## src/rtl/palr_pkg.sv

```systemverilog
// Shared types and constants for the path arc-length resampler.
// No dependencies. Used by palr_ctrl, palr_datapath and the top level.
package palr_pkg;

    localparam int unsigned SPACING_W = 20;
    localparam logic [SPACING_W-1:0] SPACING_RESET = 20'd6554;

    // iteration counts of the shared sequential units
    localparam int unsigned ITER_W = 6;
    localparam logic [ITER_W-1:0] SQRT_STEPS  = 6'd33;
    localparam logic [ITER_W-1:0] DIV_STEPS   = 6'd34;
    localparam logic [ITER_W-1:0] RATIO_STEPS = 6'd32;
    localparam logic [2:0] LERP_LAST = 3'd4;

    typedef enum logic [4:0] {
        OP_NONE,
        OP_LOAD,
        OP_EMIT_FIRST,
        OP_SQ_X,
        OP_SQ_Y,
        OP_SQ_SUM,
        OP_SQRT_STEP,
        OP_DIV_INIT,
        OP_DIV_STEP,
        OP_PTS_INIT,
        OP_RATIO_INIT,
        OP_RATIO_STEP,
        OP_LERP,
        OP_EMIT_PT,
        OP_EMIT_END,
        OP_COMMIT
    } dp_op_t;

    typedef struct packed {
        dp_op_t     op;
        logic [2:0] fld;
    } dp_cmd_t;

    typedef struct packed {
        logic at_start;
        logic w_end;
        logic room;
        logic pt_left;
        logic ratio_skip;
    } dp_stat_t;

endpackage

```

## src/rtl/palr_ctrl.sv

```systemverilog
// Sequencer for the resampler: steps the datapath through square, root,
// division, per-point ratio and interpolation. Depends on palr_pkg.
module palr_ctrl
    import palr_pkg::*;
(
    input  logic     clk,
    input  logic     rst_n,
    input  logic     in_valid,
    output logic     in_stall,
    input  dp_stat_t stat,
    output dp_cmd_t  cmd
);

    typedef enum logic [3:0] {
        S_IDLE,
        S_FIRST,
        S_SQX,
        S_SQY,
        S_SQSUM,
        S_SQRT,
        S_DIVI,
        S_DIV,
        S_PTI,
        S_PCHK,
        S_RINIT,
        S_RATIO,
        S_LERP,
        S_EMIT,
        S_END,
        S_COMMIT
    } state_t;

    state_t           state_reg, state_next;
    logic [ITER_W-1:0] cnt_reg, cnt_next;

    assign in_stall = (state_reg != S_IDLE);

    always_comb
    begin
        state_next = state_reg;
        cnt_next   = cnt_reg;
        cmd.op     = OP_NONE;
        cmd.fld    = cnt_reg[2:0];
        unique case (state_reg)
            S_IDLE:
            begin
                if (in_valid)
                begin
                    cmd.op     = OP_LOAD;
                    state_next = stat.at_start ? S_FIRST : S_SQX;
                end
            end
            S_FIRST:
            begin
                if (stat.room)
                begin
                    cmd.op     = OP_EMIT_FIRST;
                    state_next = stat.w_end ? S_END : S_COMMIT;
                end
            end
            S_SQX:
            begin
                cmd.op     = OP_SQ_X;
                state_next = S_SQY;
            end
            S_SQY:
            begin
                cmd.op     = OP_SQ_Y;
                state_next = S_SQSUM;
            end
            S_SQSUM:
            begin
                cmd.op     = OP_SQ_SUM;
                cnt_next   = '0;
                state_next = S_SQRT;
            end
            S_SQRT:
            begin
                cmd.op   = OP_SQRT_STEP;
                cnt_next = cnt_reg + 1'b1;
                if (cnt_reg == SQRT_STEPS - 1'b1)
                    state_next = S_DIVI;
            end
            S_DIVI:
            begin
                cmd.op     = OP_DIV_INIT;
                cnt_next   = '0;
                state_next = S_DIV;
            end
            S_DIV:
            begin
                cmd.op   = OP_DIV_STEP;
                cnt_next = cnt_reg + 1'b1;
                if (cnt_reg == DIV_STEPS - 1'b1)
                    state_next = S_PTI;
            end
            S_PTI:
            begin
                cmd.op     = OP_PTS_INIT;
                state_next = S_PCHK;
            end
            S_PCHK:
            begin
                if (stat.pt_left)
                    state_next = S_RINIT;
                else
                    state_next = stat.w_end ? S_END : S_COMMIT;
            end
            S_RINIT:
            begin
                cmd.op     = OP_RATIO_INIT;
                cnt_next   = '0;
                state_next = stat.ratio_skip ? S_LERP : S_RATIO;
            end
            S_RATIO:
            begin
                cmd.op   = OP_RATIO_STEP;
                cnt_next = cnt_reg + 1'b1;
                if (cnt_reg == RATIO_STEPS - 1'b1)
                begin
                    cnt_next   = '0;
                    state_next = S_LERP;
                end
            end
            S_LERP:
            begin
                // multiply field n while storing field n-1
                cmd.op   = OP_LERP;
                cnt_next = cnt_reg + 1'b1;
                if (cnt_reg[2:0] == LERP_LAST)
                    state_next = S_EMIT;
            end
            S_EMIT:
            begin
                if (stat.room)
                begin
                    cmd.op     = OP_EMIT_PT;
                    state_next = S_PCHK;
                end
            end
            S_END:
            begin
                if (stat.room)
                begin
                    cmd.op     = OP_EMIT_END;
                    state_next = S_COMMIT;
                end
            end
            S_COMMIT:
            begin
                cmd.op     = OP_COMMIT;
                state_next = S_IDLE;
            end
            default:
            begin
                state_next = S_IDLE;
            end
        endcase
    end

    always_ff @(posedge clk or negedge rst_n)
    begin
        if (!rst_n)
        begin
            state_reg <= S_IDLE;
            cnt_reg   <= '0;
        end
        else
        begin
            state_reg <= state_next;
            cnt_reg   <= cnt_next;
        end
    end

endmodule

```

## config.mk

```make
export PLATFORM = sky130hd
export DESIGN_NAME = palr_ctrl
export DESIGN_NICKNAME = d
export VERILOG_FILES = /design/src/rtl/palr_pkg.sv /design/src/rtl/palr_ctrl.sv
export SDC_FILE = /design/constraint.sdc
export NUM_CORES = 1
export LEC_CHECK = 0
export ABC_AREA = 0
export BUFFER_PORTS_ARGS = -buffer_cell sky130_fd_sc_hd__buf_4
export CORE_MARGIN = 2
export CORE_UTILIZATION = 39
export DETAILED_ROUTE_END_ITERATION = 16
export MAX_ROUTING_LAYER = met4
export SYNTH_ARGS = -nofsm -noshare
export SYNTH_HDL_FRONTEND = slang
export SYNTH_SLANG_ARGS = --single-unit
```

## constraint.sdc

```tcl
create_clock -name clk -period 1.9 [get_ports clk]
set_clock_uncertainty 0.2 [all_clocks]
set_input_delay 0.19 -clock clk [delete_from_list [all_inputs] [get_ports clk]]
set_output_delay 0.19 -clock clk [all_outputs]
set_load 0.02 [all_outputs]
```

[After elaboration in Yosys (flattened, before gate mapping)]
Cells that the tools add are included.
Operators by class
  add/subtract/negate cells: 1
  equality and inequality tests: 27
  multiplexer cells: 20
  reduce and logical (&&, ||, !) cells: 6
Operators with widths (number)
  $pmux 4 s16: 1
  $pmux 4 s15: 1
  $mux 4: 10
  $eq 4x4->1 const B: 8
  $pmux 6 s3: 1
  $eq 4x3->1 const B: 4
  $ne 2x2->1 const B: 8
  $eq 6x6->1 const B: 2
  $eq 4x2->1 const B: 2
  $reduce_and 8->1: 1
  $add 6x1->6 const B: 1
  $eq 6x5->1 const B: 1
  $mux 3: 2
  $mux 6: 1
  $reduce_or 3->1: 2
  $eq 4x1->1 const B: 1
  $logic_not 4->1: 1
  $mux 2: 2
  $reduce_bool 4->1: 1
  $eq 3x3->1 const B: 1
  $reduce_bool 3->1: 1
  $mux 1: 2
Storage, ports and cells
  register bits: 10
  bits of input ports: 8
  output and inout bits: 9
  word-level logic and storage cells: 56

[Longest topological paths before layout]
  depth after elaboration: 3
  depth in mapped cells: 7
  gate-level depth less buffers: 7

[Worst setup path after synthesis]
Ideal clock, no wire load.
  path type: register to output
  start point: register state_reg[0]
  end point: output cmd[3] (netlist name)
  arrival time: 1.584 ns
  required time: 1.510 ns
  path slack: -0.074 ns
  cell stages (with the launch flop): 6
  path buffers: 2
  cells stage by stage: dfrtp_1 -> buf_2 -> inv_1 -> clkbuf_1 -> o31ai_1 -> a211oi_1
RTL lines
  from (decl): RTL line palr_ctrl.sv:33  | state_t state_reg, state_next;
  from (signal assigned): RTL line palr_ctrl.sv:170  | state_reg <= state_next;
  to (decl): RTL line palr_ctrl.sv:11  | output dp_cmd_t cmd

[Final worst setup path]
  start point: register cnt_reg[1]
  end point: register state_reg[2]
Between the ends
  longest elaborated chain between the ends: 3
  elaborated cells on any way between the ends: 9
  those cells by class: 8 x eq/ne; 1 x reduce/logical
Ends and longest elaborated chain
  from (decl): RTL line palr_ctrl.sv:34  | logic [ITER_W-1:0] cnt_reg, cnt_next;
  from (signal assigned): RTL line palr_ctrl.sv:171  | cnt_reg <= cnt_next;
  $eq 6x5->1 (tied with other cells): RTL line palr_ctrl.sv:119  | if (cnt_reg == RATIO_STEPS - 1'b1)
  $ne 2x2->1 (no source line)
  $reduce_and 8->1 (no source line) (*)
Mark *: on every way between the ends. The rest lies on a longest branch, timed or not.
A chain may end at the register's enable or synchronous reset.

==> impl_results.md <==
* Leakage at 0.6135 nW
* Critical path required time at 1.85 ns
* Max-slew violation count at 0
* Layout filler cell count at 240
* Post-synthesis sequential area ratio at 24.33%
* Top Ports at 17
* Max Freq at 0.5214 GHz
* RSZ-0062 raised after global routing: true
* Root buf cell: clkbuf_4
* DRC errors left at 0
* Max IR drop VDD at 1.094 mV
* Num CTS Buffers at 3
* Number of global-route vias before repair at 968
* Max_cap viols at 0
* Met1 Wirelength at 1205 um
* Critical Path Max Stage Delay at 0.39 ns
* Met2 WL post-DR at 1286 um
* Outcome: finished with violations
* CP Data Arrival Time at 1.86 ns
* Die Span Y at 55.36 um
* Remaining antenna violation count at 0
* Port Buf Inserts at 15
* CP Class: reg -> reg
* Post-synth EDFFs at 0
* CP startpoint kind: flop
* Detailed Routing Iterations Pass 1 at 4
* Final net count at 173
* Yosys Warn Count at 0
* GRT Total Usage at 18.38%
* Slowest CP cell: dfrtp_1
* Final Util at 57.07%
* Commonest non-fill, non-tap cells in the layout: buf_4, nor2_1, a21oi_1
* Max H-tree Level at 1
* Die area at 3064 um2
* Reg2reg path depth at 7
* Fin worst setup slack at -0.01792 ns
* Cell area after synthesis at 1028 um2
* Worst setup EP type: flop
* Total power at 2.705 mW
* Fin crit period at 1.918 ns
* Detailed-route via count at 1,059
* Synth Register Bits at 10
* Reg clk slew, reported paths at 0.06 ns
* Initial antenna violation count at 0
* Hold Violations, Final at 0
* CTS tree: done
* Most common cell after layout, fill and taps aside: buf_4
* Bufs on Longest Clock Path at 2
* Finish-stage setup viols at 4
* First-pass GRT wire length at 4450 um
* # diodes at 0
* Via density at 5.545
* Initial Utilization at 41.52%
* Iteration-0 DRC Markers at 24
* Synthesis-to-layout area growth at 37.47%
* Crit share post-route at 100.9%
* Synthesized Nets at 140
* Max FFs per register at 6
* Row count at 18
* Top sig layer: met4
* Cells along the critical path: inv_2, ha_1, mux2_4, a2111oi_4, a221o_2, nor3_2, a2bb2oi_1
* Failing checks: negative setup slack
* PwrDens at 1913 nW/um2
* CTS Sinks at 10
* Core box area at 2477 um2
* Cell variety after synth at 46
* Ys async rst share at 100.0%
* Clk_lat worst skew at 0.26 ns
* Mapped Cells at 129
* Ratio of cells with drive above 1 in the final layout at 44.10%
* Met3 wire length at 138 um
* WL/cell at 13.82 um
* Gp weighted congestion at 0.7709
* Final HPWL DP at 2031 um
* GRT Residual Overflow at 0
* Prevailing post-synth register cell: dfrtp_1
* CP Max Fanout at 3
* X dimension of the die at 55.36 um
* Final wirelength at 2640 um
* Mean area per synthesized cell at 7.973 um2
* Hold WC Path Type: in -> async
* Largest net degree at the start of global routing at 16
metrics by stage:
step	TNS [ns]	hold slack, ns	setup WS, ns	cell area, um2	std cells
floorplan	0	-0.3056	0.02332	1064	129
CTS	-0.07245	0.07779	-0.02421	1388	190
global route	-0.6892	0.1049	-0.1152	1414	191
finish	-0.04551	0.09038	-0.01792	1414	191
detailed placement	-0.02904	-0.1735	-0.02020	1318	184
global placement	-0.02517	-0.1751	-0.02040	1318	184
layer usage:
metal | up-vias | track usage, %
met3 | 2 | 4.918
met1 | 495 | 23.74
li1 | 533 | -
met2 | 29 | 29.76
met4 | 0 | 2.091
met5 | - | -
logic make-up (layout without fill, tap and decap cells):
kind of cell,after synthesis,in the layout,share of synthesized area [%]
buffers and inverters,20,52,9.611
flip-flops,10,10,24.33
adder cells (fa/ha/maj),3,3,3.650
multiplexers,5,5,5.840
other,1,1,0.3646
AND/OR/NAND/NOR,42,42,22.14
XOR/XNOR,3,3,2.555
AO/OA/AOI/OAI,45,45,31.51
where the power goes:
group          internal [mW]  total [mW]  leakage [nW]  switching (mW)
combinational           1.01        2.06         0.473            1.06
clock                  0.116       0.190        0.0210          0.0739
sequential             0.316       0.452         0.120           0.136
total                   1.44        2.71         0.614            1.27
worst paths after layout:
check | end | slack, ns | startpoint
worst max-delay path | state_reg[2] | -0.02 | cnt_reg[1]
worst min-delay path | cnt_reg[4] | 0.09 | rst_n
worst max register to register | state_reg[2] | -0.02 | cnt_reg[1]
worst min register to register | cnt_reg[5] | 0.43 | cnt_reg[5]
max in group asynchronous | state_reg[1] | 1.25 | rst_n
min in group clk | state_reg[0] | 0.17 | stat[0]
cell type report:
| class | count | area [um2] | area share [%] |
|---|---|---|---|
| clock buffers | 4 | 36.28 | 2.566 |
| inverters | 6 | 22.52 | 1.593 |
| multi-input cells | 99 | 730.7 | 51.68 |
| flip-flops and latches | 10 | 254.0 | 17.96 |
| well taps | 30 | 37.54 | 2.655 |
| repair buffers | 42 | 332.8 | 23.54 |
worst max-delay path: cells and delay by family, from the launching register on:
kind                     cells  cell delay (ns)
flip-flops                   1             0.39
multiplexers                 1             0.27
buffers and inverters        1             0.07
adder cells (fa/ha/maj)      1             0.18
AND/OR/NAND/NOR              1             0.06
AO/OA/AOI/OAI                3             0.62
timing repair:
action                     4_1_cts  5_1_grt
pin swaps                        4        3
buffers inserted                 1        1
hold buffers                     1        0
hold endpoints to repair        10        0
setup endpoints to repair        6       14
gates resized for setup          7        8
cell usage after synthesis, types with 3 or more instances:
master    number  area, um2
a211oi_1       3      22.52
inv_1          5      18.77
dfrtp_1       10      250.2
o21ai_0        5      25.02
mux2i_1        3      30.03
nor2_1        14      52.55
nand2_1        8      30.03
ha_1           3      37.54
clkbuf_1       3      11.26
a21oi_1       13      65.06
nand3_1        3      15.01
xnor2_1        3      26.28
a31oi_1        4      25.02
buf_4          5      37.54
nor3_1         5      25.02
buf_2          4      20.02
(Power assumes the default switching activity.)
